File: src/design/prq_pkg.sv
// Shared constants, operation and status codes, and write-enable structs
// for the priority run queue. No dependencies.
package prq_pkg;

  localparam int NUM_LEVELS_DEF = 32;
  localparam int NUM_TASKS_DEF  = 64;

  localparam int OP_W      = 2;
  localparam int TASK_ID_W = 6;
  localparam int LEVEL_W   = 5;
  localparam int STATUS_W  = 2;

  localparam logic [OP_W-1:0] OP_ENQ   = 2'd0;
  localparam logic [OP_W-1:0] OP_DEQ   = 2'd1;
  localparam logic [OP_W-1:0] OP_RAISE = 2'd2;
  localparam logic [OP_W-1:0] OP_NOP   = 2'd3;

  localparam logic [STATUS_W-1:0] ST_OK          = 2'd0;
  localparam logic [STATUS_W-1:0] ST_EMPTY       = 2'd1;
  localparam logic [STATUS_W-1:0] ST_READY       = 2'd2;
  localparam logic [STATUS_W-1:0] ST_NOT_URGENT  = 2'd3;

  // Field write enables of the per-level head/tail memory.
  typedef struct packed {
    logic head;
    logic tail;
  } lvl_wen_t;

  // Field write enables of the per-task link and level memory.
  typedef struct packed {
    logic nxt;
    logic prv;
    logic lvl;
  } task_wen_t;

endpackage

File: src/design/prq_level_mem.sv
// Per-level head and tail memory of the run queue, one read and one write
// port, registered read data. Depends on prq_pkg.
module prq_level_mem #(
  parameter int NUM_LEVELS = prq_pkg::NUM_LEVELS_DEF,
  parameter int NUM_TASKS  = prq_pkg::NUM_TASKS_DEF
) (
  input  logic                         clk,
  input  logic                         rd_en,
  input  logic [$clog2(NUM_LEVELS)-1:0] rd_addr,
  output logic [$clog2(NUM_TASKS)-1:0]  rd_head,
  output logic [$clog2(NUM_TASKS)-1:0]  rd_tail,
  input  logic [$clog2(NUM_LEVELS)-1:0] wr_addr,
  input  prq_pkg::lvl_wen_t             wen,
  input  logic [$clog2(NUM_TASKS)-1:0]  wr_head,
  input  logic [$clog2(NUM_TASKS)-1:0]  wr_tail
);
  import prq_pkg::*;

  localparam int TW = $clog2(NUM_TASKS);

  logic [TW-1:0] head_mem [NUM_LEVELS];
  logic [TW-1:0] tail_mem [NUM_LEVELS];

  always_ff @(posedge clk) begin
    if (wen.head) begin
      head_mem[wr_addr] <= wr_head;
    end
    if (wen.tail) begin
      tail_mem[wr_addr] <= wr_tail;
    end
    if (rd_en) begin
      rd_head <= head_mem[rd_addr];
      rd_tail <= tail_mem[rd_addr];
    end
  end

endmodule

File: src/design/prq_task_mem.sv
// Per-task memory of the run queue: next and previous links and recorded
// level, one read and one write port, registered read data. Depends on prq_pkg.
module prq_task_mem #(
  parameter int NUM_LEVELS = prq_pkg::NUM_LEVELS_DEF,
  parameter int NUM_TASKS  = prq_pkg::NUM_TASKS_DEF
) (
  input  logic                         clk,
  input  logic                         rst_n,
  input  logic                         rd_en,
  input  logic [$clog2(NUM_TASKS)-1:0]  rd_addr,
  output logic [$clog2(NUM_TASKS)-1:0]  rd_nxt,
  output logic [$clog2(NUM_TASKS)-1:0]  rd_prv,
  output logic [$clog2(NUM_LEVELS)-1:0] rd_lvl,
  input  logic [$clog2(NUM_TASKS)-1:0]  wr_addr,
  input  prq_pkg::task_wen_t            wen,
  input  logic [$clog2(NUM_TASKS)-1:0]  wr_nxt,
  input  logic [$clog2(NUM_TASKS)-1:0]  wr_prv,
  input  logic [$clog2(NUM_LEVELS)-1:0] wr_lvl
);
  import prq_pkg::*;

  localparam int TW = $clog2(NUM_TASKS);
  localparam int LW = $clog2(NUM_LEVELS);

  logic [TW-1:0]        nxt_mem [NUM_TASKS];
  logic [TW-1:0]        prv_mem [NUM_TASKS];
  logic [LW-1:0]        lvl_mem [NUM_TASKS];
  // A level that was never written reads as zero.
  logic [NUM_TASKS-1:0] lvl_vld_r;

  always_ff @(posedge clk) begin
    if (!rst_n) begin
      lvl_vld_r <= '0;
    end else if (wen.lvl) begin
      lvl_vld_r[wr_addr] <= 1'b1;
    end
  end

  always_ff @(posedge clk) begin
    if (wen.nxt) begin
      nxt_mem[wr_addr] <= wr_nxt;
    end
    if (wen.prv) begin
      prv_mem[wr_addr] <= wr_prv;
    end
    if (wen.lvl) begin
      lvl_mem[wr_addr] <= wr_lvl;
    end
    if (rd_en) begin
      rd_nxt <= nxt_mem[rd_addr];
      rd_prv <= prv_mem[rd_addr];
      rd_lvl <= lvl_vld_r[rd_addr] ? lvl_mem[rd_addr] : '0;
    end
  end

endmodule

File: src/design/priority_run_queue_top.sv
// Priority run queue: one linked FIFO per level, lists held in two memories.
// A request walks a short path of sequencer states. An ignored task or an empty dequeue goes straight
// to the output; the others first read and update the two memories, which have registered read data
// and a single write port each. One request at a time: the next is taken the cycle after its result
// enters the output register. Reset (rst_n, synchronous) empties every level.
module priority_run_queue_top #(
  parameter int NUM_LEVELS = prq_pkg::NUM_LEVELS_DEF,
  parameter int NUM_TASKS  = prq_pkg::NUM_TASKS_DEF
) (
  input  logic                           clk,
  input  logic                           rst_n,
  input  logic                           in_valid,
  output logic                           in_ready,
  input  logic [prq_pkg::OP_W-1:0]       in_op,
  input  logic [prq_pkg::TASK_ID_W-1:0]  in_task_id,
  input  logic [prq_pkg::LEVEL_W-1:0]    in_new_level,
  output logic                           out_valid,
  input  logic                           out_ready,
  output logic [prq_pkg::STATUS_W-1:0]   out_status,
  output logic [prq_pkg::TASK_ID_W-1:0]  out_chosen_task,
  output logic [prq_pkg::LEVEL_W-1:0]    out_chosen_level
);
  import prq_pkg::*;

  localparam int TW = $clog2(NUM_TASKS);
  localparam int LW = $clog2(NUM_LEVELS);

  // Sequencer states. Each request walks a short path of these; append
  // (AP1/AP2) is shared by enqueue and by a raise of a queued task.
  localparam logic [3:0] S_IDLE = 4'd0;
  localparam logic [3:0] S_EQ   = 4'd1;
  localparam logic [3:0] S_DQ1  = 4'd2;
  localparam logic [3:0] S_DQ2  = 4'd3;
  localparam logic [3:0] S_RS1  = 4'd4;
  localparam logic [3:0] S_RS2  = 4'd5;
  localparam logic [3:0] S_RS3  = 4'd6;
  localparam logic [3:0] S_AP1  = 4'd7;
  localparam logic [3:0] S_AP2  = 4'd8;
  localparam logic [3:0] S_OUT  = 4'd9;

  logic [3:0] state_r, state_nxt;

  // Level occupancy bitmap and per-task ready bits live in flip-flops so
  // that the most urgent level can be found combinationally.
  logic [NUM_LEVELS-1:0] nonempty_r, nonempty_nxt;
  logic [NUM_TASKS-1:0]  ready_r, ready_nxt;

  // Request context held while the sequencer works on it.
  logic [OP_W-1:0] op_r, op_nxt;
  logic [TW-1:0]   t_r, t_nxt;
  logic [LW-1:0]   lv_r, lv_nxt;
  logic [LW-1:0]   old_r, old_nxt;
  logic [TW-1:0]   nt_r, nt_nxt;
  logic [TW-1:0]   pt_r, pt_nxt;
  logic [TW-1:0]   hd_r, hd_nxt;
  logic [TW-1:0]   tl_r, tl_nxt;
  logic            fix_r, fix_nxt;

  // Result waiting for the output register, and the output register itself.
  logic [STATUS_W-1:0]  res_status_r, res_status_nxt;
  logic [TASK_ID_W-1:0] res_task_r, res_task_nxt;
  logic [LEVEL_W-1:0]   res_level_r, res_level_nxt;
  logic                 out_valid_r;
  logic [STATUS_W-1:0]  out_status_r;
  logic [TASK_ID_W-1:0] out_task_r;
  logic [LEVEL_W-1:0]   out_level_r;

  // Memory ports.
  logic          lm_rd_en;
  logic [LW-1:0] lm_rd_addr;
  logic [TW-1:0] lm_rd_head, lm_rd_tail;
  logic [LW-1:0] lm_wr_addr;
  lvl_wen_t      lm_wen;
  logic [TW-1:0] lm_wr_head, lm_wr_tail;

  logic          tm_rd_en;
  logic [TW-1:0] tm_rd_addr;
  logic [TW-1:0] tm_rd_nxt, tm_rd_prv;
  logic [LW-1:0] tm_rd_lvl;
  logic [TW-1:0] tm_wr_addr;
  task_wen_t     tm_wen;
  logic [TW-1:0] tm_wr_nxt, tm_wr_prv;
  logic [LW-1:0] tm_wr_lvl;

  // Decoded request fields.
  logic [TW-1:0] t_in;
  logic          tvalid_in;
  logic [LW-1:0] lv_in;
  logic [LW-1:0] first_lvl;
  logic          any_ready;
  logic          out_load;

  prq_level_mem #(
    .NUM_LEVELS (NUM_LEVELS),
    .NUM_TASKS  (NUM_TASKS)
  ) u_level_mem (
    .clk     (clk),
    .rd_en   (lm_rd_en),
    .rd_addr (lm_rd_addr),
    .rd_head (lm_rd_head),
    .rd_tail (lm_rd_tail),
    .wr_addr (lm_wr_addr),
    .wen     (lm_wen),
    .wr_head (lm_wr_head),
    .wr_tail (lm_wr_tail)
  );

  prq_task_mem #(
    .NUM_LEVELS (NUM_LEVELS),
    .NUM_TASKS  (NUM_TASKS)
  ) u_task_mem (
    .clk     (clk),
    .rst_n   (rst_n),
    .rd_en   (tm_rd_en),
    .rd_addr (tm_rd_addr),
    .rd_nxt  (tm_rd_nxt),
    .rd_prv  (tm_rd_prv),
    .rd_lvl  (tm_rd_lvl),
    .wr_addr (tm_wr_addr),
    .wen     (tm_wen),
    .wr_nxt  (tm_wr_nxt),
    .wr_prv  (tm_wr_prv),
    .wr_lvl  (tm_wr_lvl)
  );

  // Task numbers beyond the table are ignored; levels beyond it saturate.
  assign t_in      = TW'(in_task_id);
  assign tvalid_in = (32'(in_task_id) < NUM_TASKS);
  assign lv_in     = (32'(in_new_level) >= NUM_LEVELS) ? LW'(NUM_LEVELS - 1)
                                                        : LW'(in_new_level);

  // Most urgent occupied level: the lowest set bit of the bitmap.
  always_comb begin
    first_lvl = '0;
    for (int i = NUM_LEVELS - 1; i >= 0; i--) begin
      if (nonempty_r[i]) begin
        first_lvl = LW'(i);
      end
    end
  end
  assign any_ready = |nonempty_r;

  assign in_ready = (state_r == S_IDLE);
  assign out_load = (state_r == S_OUT) && (!out_valid_r || out_ready);

  always_comb begin
    state_nxt      = state_r;
    nonempty_nxt   = nonempty_r;
    ready_nxt      = ready_r;
    op_nxt         = op_r;
    t_nxt          = t_r;
    lv_nxt         = lv_r;
    old_nxt        = old_r;
    nt_nxt         = nt_r;
    pt_nxt         = pt_r;
    hd_nxt         = hd_r;
    tl_nxt         = tl_r;
    fix_nxt        = fix_r;
    res_status_nxt = res_status_r;
    res_task_nxt   = res_task_r;
    res_level_nxt  = res_level_r;

    lm_rd_en   = 1'b0;
    lm_rd_addr = lv_r;
    lm_wr_addr = lv_r;
    lm_wen     = '0;
    lm_wr_head = t_r;
    lm_wr_tail = t_r;
    tm_rd_en   = 1'b0;
    tm_rd_addr = t_r;
    tm_wr_addr = t_r;
    tm_wen     = '0;
    tm_wr_nxt  = t_r;
    tm_wr_prv  = tl_r;
    tm_wr_lvl  = lv_r;

    unique case (state_r)
      S_IDLE: begin
        if (in_valid) begin
          op_nxt         = in_op;
          t_nxt          = t_in;
          lv_nxt         = lv_in;
          res_status_nxt = ST_OK;
          res_task_nxt   = in_task_id;
          res_level_nxt  = '0;
          unique case (in_op)
            OP_ENQ: begin
              if (tvalid_in) begin
                // Fetch the task's level and the target level's tail together.
                lm_rd_en   = 1'b1;
                lm_rd_addr = lv_in;
                tm_rd_en   = 1'b1;
                tm_rd_addr = t_in;
                state_nxt  = S_EQ;
              end else begin
                state_nxt = S_OUT;
              end
            end
            OP_DEQ: begin
              if (any_ready) begin
                lm_rd_en   = 1'b1;
                lm_rd_addr = first_lvl;
                lv_nxt     = first_lvl;
                state_nxt  = S_DQ1;
              end else begin
                res_status_nxt = ST_EMPTY;
                state_nxt      = S_OUT;
              end
            end
            OP_RAISE, OP_NOP: begin
              if (tvalid_in) begin
                tm_rd_en   = 1'b1;
                tm_rd_addr = t_in;
                state_nxt  = S_RS1;
              end else begin
                state_nxt = S_OUT;
              end
            end
            default: begin
              state_nxt = S_OUT;
            end
          endcase
        end
      end

      S_EQ: begin
        if (ready_r[t_r]) begin
          res_status_nxt = ST_READY;
          res_level_nxt  = LEVEL_W'(tm_rd_lvl);
          state_nxt      = S_OUT;
        end else begin
          ready_nxt[t_r] = 1'b1;
          state_nxt      = S_AP1;
        end
      end

      S_AP1: begin
        // The level memory still holds the tail of level lv_r.
        if (nonempty_r[lv_r]) begin
          tl_nxt     = lm_rd_tail;
          tm_wr_addr = lm_rd_tail;
          tm_wen.nxt = 1'b1;
          tm_wr_nxt  = t_r;
          state_nxt  = S_AP2;
        end else begin
          lm_wen.head        = 1'b1;
          lm_wen.tail        = 1'b1;
          nonempty_nxt[lv_r] = 1'b1;
          tm_wen.lvl         = 1'b1;
          res_status_nxt     = ST_OK;
          res_level_nxt      = LEVEL_W'(lv_r);
          state_nxt          = S_OUT;
        end
      end

      S_AP2: begin
        tm_wen.prv     = 1'b1;
        tm_wen.lvl     = 1'b1;
        tm_wr_prv      = tl_r;
        lm_wen.tail    = 1'b1;
        res_status_nxt = ST_OK;
        res_level_nxt  = LEVEL_W'(lv_r);
        state_nxt      = S_OUT;
      end

      S_DQ1: begin
        hd_nxt     = lm_rd_head;
        tl_nxt     = lm_rd_tail;
        tm_rd_en   = 1'b1;
        tm_rd_addr = lm_rd_head;
        state_nxt  = S_DQ2;
      end

      S_DQ2: begin
        ready_nxt[hd_r] = 1'b0;
        if (hd_r == tl_r) begin
          nonempty_nxt[lv_r] = 1'b0;
        end else begin
          // The successor becomes head and inherits the old head's back link.
          lm_wen.head = 1'b1;
          lm_wr_head  = tm_rd_nxt;
          tm_wr_addr  = tm_rd_nxt;
          tm_wen.prv  = 1'b1;
          tm_wr_prv   = tm_rd_prv;
        end
        res_status_nxt = ST_OK;
        res_task_nxt   = TASK_ID_W'(hd_r);
        res_level_nxt  = LEVEL_W'(lv_r);
        state_nxt      = S_OUT;
      end

      S_RS1: begin
        if (op_r == OP_NOP) begin
          res_level_nxt = LEVEL_W'(tm_rd_lvl);
          state_nxt     = S_OUT;
        end else if (lv_r >= tm_rd_lvl) begin
          res_status_nxt = ST_NOT_URGENT;
          res_level_nxt  = LEVEL_W'(tm_rd_lvl);
          state_nxt      = S_OUT;
        end else if (!ready_r[t_r]) begin
          tm_wen.lvl    = 1'b1;
          res_level_nxt = LEVEL_W'(lv_r);
          state_nxt     = S_OUT;
        end else begin
          old_nxt    = tm_rd_lvl;
          nt_nxt     = tm_rd_nxt;
          pt_nxt     = tm_rd_prv;
          lm_rd_en   = 1'b1;
          lm_rd_addr = tm_rd_lvl;
          state_nxt  = S_RS2;
        end
      end

      S_RS2: begin
        // Unlink from the old level; the forward fix-up goes out now, the
        // backward one next cycle through the same write port.
        lm_wr_addr = old_r;
        fix_nxt    = 1'b0;
        if ((lm_rd_head == t_r) && (lm_rd_tail == t_r)) begin
          nonempty_nxt[old_r] = 1'b0;
        end else begin
          lm_wen.head = (lm_rd_head == t_r);
          lm_wr_head  = nt_r;
          lm_wen.tail = (lm_rd_tail == t_r);
          lm_wr_tail  = pt_r;
          if (lm_rd_head != t_r) begin
            tm_wr_addr = pt_r;
            tm_wen.nxt = 1'b1;
            tm_wr_nxt  = nt_r;
          end
          fix_nxt = (lm_rd_tail != t_r);
        end
        state_nxt = S_RS3;
      end

      S_RS3: begin
        if (fix_r) begin
          tm_wr_addr = nt_r;
          tm_wen.prv = 1'b1;
          tm_wr_prv  = pt_r;
        end
        lm_rd_en   = 1'b1;
        lm_rd_addr = lv_r;
        state_nxt  = S_AP1;
      end

      S_OUT: begin
        if (out_load) begin
          state_nxt = S_IDLE;
        end
      end

      default: begin
        state_nxt = S_IDLE;
      end
    endcase
  end

  always_ff @(posedge clk) begin
    if (!rst_n) begin
      state_r     <= S_IDLE;
      nonempty_r  <= '0;
      ready_r     <= '0;
      out_valid_r <= 1'b0;
      fix_r       <= 1'b0;
    end else begin
      state_r    <= state_nxt;
      nonempty_r <= nonempty_nxt;
      ready_r    <= ready_nxt;
      fix_r      <= fix_nxt;
      if (out_load) begin
        out_valid_r <= 1'b1;
      end else if (out_ready) begin
        out_valid_r <= 1'b0;
      end
    end
  end

  always_ff @(posedge clk) begin
    op_r         <= op_nxt;
    t_r          <= t_nxt;
    lv_r         <= lv_nxt;
    old_r        <= old_nxt;
    nt_r         <= nt_nxt;
    pt_r         <= pt_nxt;
    hd_r         <= hd_nxt;
    tl_r         <= tl_nxt;
    res_status_r <= res_status_nxt;
    res_task_r   <= res_task_nxt;
    res_level_r  <= res_level_nxt;
    if (out_load) begin
      out_status_r <= res_status_r;
      out_task_r   <= res_task_r;
      out_level_r  <= res_level_r;
    end
  end

  assign out_valid        = out_valid_r;
  assign out_status       = out_status_r;
  assign out_chosen_task  = out_task_r;
  assign out_chosen_level = out_level_r;

endmodule

File: config.mk
export PLATFORM = sky130hd
export DESIGN_NAME = priority_run_queue_top
export DESIGN_NICKNAME = d
export VERILOG_FILES = /design/src/design/prq_pkg.sv /design/src/design/prq_level_mem.sv /design/src/design/prq_task_mem.sv /design/src/design/priority_run_queue_top.sv
export SDC_FILE = /design/constraint.sdc
export NUM_CORES = 2
export LEC_CHECK = 0
export CORE_MARGIN = 5
export CORE_UTILIZATION = 30
export DETAILED_ROUTE_END_ITERATION = 6
export DONT_BUFFER_PORTS = 1
export SLEW_MARGIN = 20
export SYNTH_ARGS = -nofsm -noshare
export SYNTH_HDL_FRONTEND = slang
export SYNTH_HIERARCHICAL = 1
export SYNTH_SLANG_ARGS = --single-unit
File: constraint.sdc
create_clock -name clk -period 11.5 [get_ports clk]
set_input_delay 1.725 -clock clk [delete_from_list [all_inputs] [get_ports clk]]
set_output_delay 1.725 -clock clk [all_outputs]
set_load 0.02 [all_outputs]
==> flow_summary_export.csv <==
group,metric,value,unit
global_routing,overflow,0,
worst_setup_path,crit_required,12.00,ns
status,run_status,"finished, final reports clean",
yosys,syn_inst,4101,
worst_setup_path,r2r_slack,4.88,ns
placed_design,io_buffer_count,0,
min_path,hold_start,"res_level_r[2]$_DFFE_PP_",
route,drc,0,
pwr,p_total,21100,uW
sta,maxSlewHeadroom,23.8,%
worst_setup_path,arrival,7.12,ns
clocking,cts.sinks,1735,
worst_setup_path,setup.worst_path.start_class,"flip-flop",
clocking,ctsHtreeMaxLevel,4,
yosys,yosysTopAreaCell,"edfxtp_1",
layout,stdcell_count,7392,
worst_setup_path,critPathLaunch,"t_r[0]$_DFFE_PP_",
layout,drive_above_1_share,17.7,%
sta,min_period,6.62,ns
layout,final_cell_mix,"edfxtp_1, mux4_2, nor2_1",
yosys,yosys.area_share.simple,5.25,%
sta,tns,0,ns
route,viasPerCell,5.16,
route,postRouteAntennaNets,0,
yosys,yosys-mux-area-fraction,14.5,%
sta,skew,0.0260,ns
worst_setup_path,end_kind,"flip-flop",
yosys,synth_top_area_share,66.8,%
clocking,holdBufCountCts,0,
route,vias,38154,
worst_setup_path,timing.rr.end,"u_level_mem/rd_tail[5]$_DFFE_PP_",
floorplanning,core,235000,sq um
sta,worst_slack,4.88,ns
yosys,synth_area_leaders,"edfxtp_1, mux4_2, dfxtp_1, mux2i_1, nor2_1",
worst_setup_path,r2r_cells,15,
floorplanning,fp.dieW,495,um
layout,area_growth,12.9,%
layout,nets,4117,
worst_setup_path,critPathMaxFanout,130,
global_routing,grt_max_degree,168,
yosys,synthArstFlopShare,0,%
sta,fin_hold_ws,0.414,ns
global_routing,grt_antenna_before_repair,2,
global_routing,grt_pass1_vias,37868,
route,drtPass1Iterations,5,
layout,num_antenna_cells,0,
placed_design,post-place-ws,4.69,ns
yosys,yosys_most_used_dff,"edfxtp_1",
yosys,yosysWarnings,6,
sta,hold_viol,0,
sta,rsz0062_at_grt,"no",
yosys,synth-xor-area-share,0.236,%
yosys,synth_top_family_by_area,"multiplexers",
floorplanning,die_area,245000,sq um
min_path,hold_path.class,"reg2reg",
sta,worst-slew-pin-transition,1.14,ns
clocking,cts-buffers-inserted,178,
global_routing,grt_pass1_wl,256000,um
clocking,cts_root_buf,"clkbuf_16",
global_routing,track_usage,13.7,%
min_path,min_to,"out_chosen_level[2]$_DFFE_PP_",
yosys,syn_area,70600,sq um
clocking,tritoncts,"done",
yosys,yosys.cell_types.count,72,
floorplanning,rows,178,
route,drt_iter0_markers,4038,
pwr,p_leak,0.0247,uW
clocking,cts.path.max_buffers,3,
sta,setup_violations,0,
sta,period_share,57.5,%
clocking,cts_resized,0,
clocking,clk_pin_slew_worst_paths,0.06,ns
route,wirelength,172000,um
floorplanning,die_h,495,um
placed_design,placed_cells,7065,
yosys,synth_edf_count,1569,
route,wl_per_cell,23.3,um
clocking,cts_setup_buffers,0,
yosys,syn_nets,4123,
worst_setup_path,critical_path_class,"reg2reg",
yosys,yosys.area_share.adder,0.0886,%
floorplanning,initial_core_util,30.1,%
pwr,cellPowerDensity,264,nW/um^2
yosys,ys_seq_area_share,71.5,%
placed_design,post-dp-hpwl,105000,um
yosys,synth_compound_area_share,6.39,%
yosys,syn_area_per_cell,17.2,sq um
layout,final_common_cell,"edfxtp_1",
clocking,clk_latency,0.78,ns
min_path,hold_depth,0,
sta,clock.fmax,0.151,GHz
sta,maxSlewViolCount,0,
pwr,peakVddDrop,275,uV
floorplanning,io_pins,32,
flow_run,cap_violations,0,
yosys,synth-seq-cells,1735,
placed_design,gp_congestion,0.846,
worst_setup_path,reg2reg_from,"t_r[0]$_DFFE_PP_",
cells by family (layout without fill, tap and decap cells):
family          count (synthesis)  after routing
compound gates                665            665
xor+xnor                       19             19
fa+ha+maj                       5              5
buf+inv                       289            430
flops                        1735           1735
mux                           584            584
simple gates                  804            804
worst max-delay path by stage:
stage | cells after the start | end | slack [ns]
after global placement | 12 | u_task_mem/rd_prv[1]$_DFFE_PP_ | 4.78
final | 15 | u_level_mem/rd_tail[5]$_DFFE_PP_ | 4.88
after CTS | 15 | u_level_mem/rd_tail[5]$_DFFE_PP_ | 4.85
after global routing | 17 | u_level_mem/rd_tail[5]$_DFFE_PP_ | 4.47
after detailed placement | 12 | u_task_mem/rd_prv[1]$_DFFE_PP_ | 4.69
after floorplan | 20 | u_level_mem/rd_head[0]$_DFFE_PP_ | 5.65
layout make-up:
class	count	area, sq um
clock buffer	245	4930
clock inverter	82	764
fill	22240	155000
inverter	32	120
multi-input combinational	2077	18900
sequential	1735	50400
tap	3150	3940
timing repair buffer	71	583
cell usage after synthesis, drive strengths merged (19+ instances only):
cell type / count
a21oi: 96
nor2b: 52
nand2: 188
mux2i: 218
mux2: 19
nand3: 57
a22o: 30
nor3: 32
mux4: 347
buf: 124
nor4: 29
dfxtp: 166
nor2: 327
clkbuf: 133
inv: 32
o211ai: 66
o21a: 67
a31oi: 24
o21ai: 132
a22oi: 134
o22ai: 27
edfxtp: 1569
flip-flops by register name (all words and copies together) (netlist names), 6 cells and up:
signal,count
hd_r,6
nonempty_r,32
nt_r,6
out_chosen_task,6
pt_r,6
ready_r,64
res_task_r,6
t_r,6
tl_r,6
u_level_mem/head_mem,192
u_level_mem/rd_head,6
u_level_mem/rd_tail,6
u_level_mem/tail_mem,192
u_task_mem/lvl_mem,320
u_task_mem/lvl_vld_r,64
u_task_mem/nxt_mem,384
u_task_mem/prv_mem,384
u_task_mem/rd_nxt,6
u_task_mem/rd_prv,6
worst max-delay path: stages, from the launching register on:
cell	delay [ns]
edfxtp_1	0.63
buf_4	0.36
mux4_2	0.54
mux2_2	0.28
a32oi_1	0.23
o41ai_1	0.17
a311oi_2	0.74
or2_2	0.29
a221oi_1	0.12
a211oi_4	0.22
buf_12	0.69
buf_4	0.97
mux2i_1	0.28
a22oi_1	0.11
a31oi_1	0.41
nand3_1	0.15
metal layers:
metal / vias up / GRT usage [%] / routed length [um]
met5: - / 0 / 0
li1: 16471 / - / -
met4: 0 / 3.57 / 4090
met1: 19898 / 19.3 / 74200
met2: 1518 / 21.9 / 81700
met3: 267 / 2.51 / 11900
stage by stage:
| step | cell area [sq um] | util [%] |
|---|---|---|
| 2_1_floorplan | 70600 | - |
| 3_3_place_gp | 74000 | 31.5 |
| 3_5_place_dp | 74000 | 31.5 |
| 4_1_cts | 79700 | 33.9 |
| 5_1_grt | 79700 | 33.9 |
| 6_report | 79700 | 33.9 |
where the power goes:
| group | switching (uW) | leakage, uW | internal (uW) |
|---|---|---|---|
| Clock | 2360 | 0.00280 | 3250 |
| Sequential | 167 | 0.0155 | 7650 |
| Combinational | 4660 | 0.00643 | 2960 |
| Total | 7200 | 0.0247 | 13900 |
(Power assumes the default switching activity.)
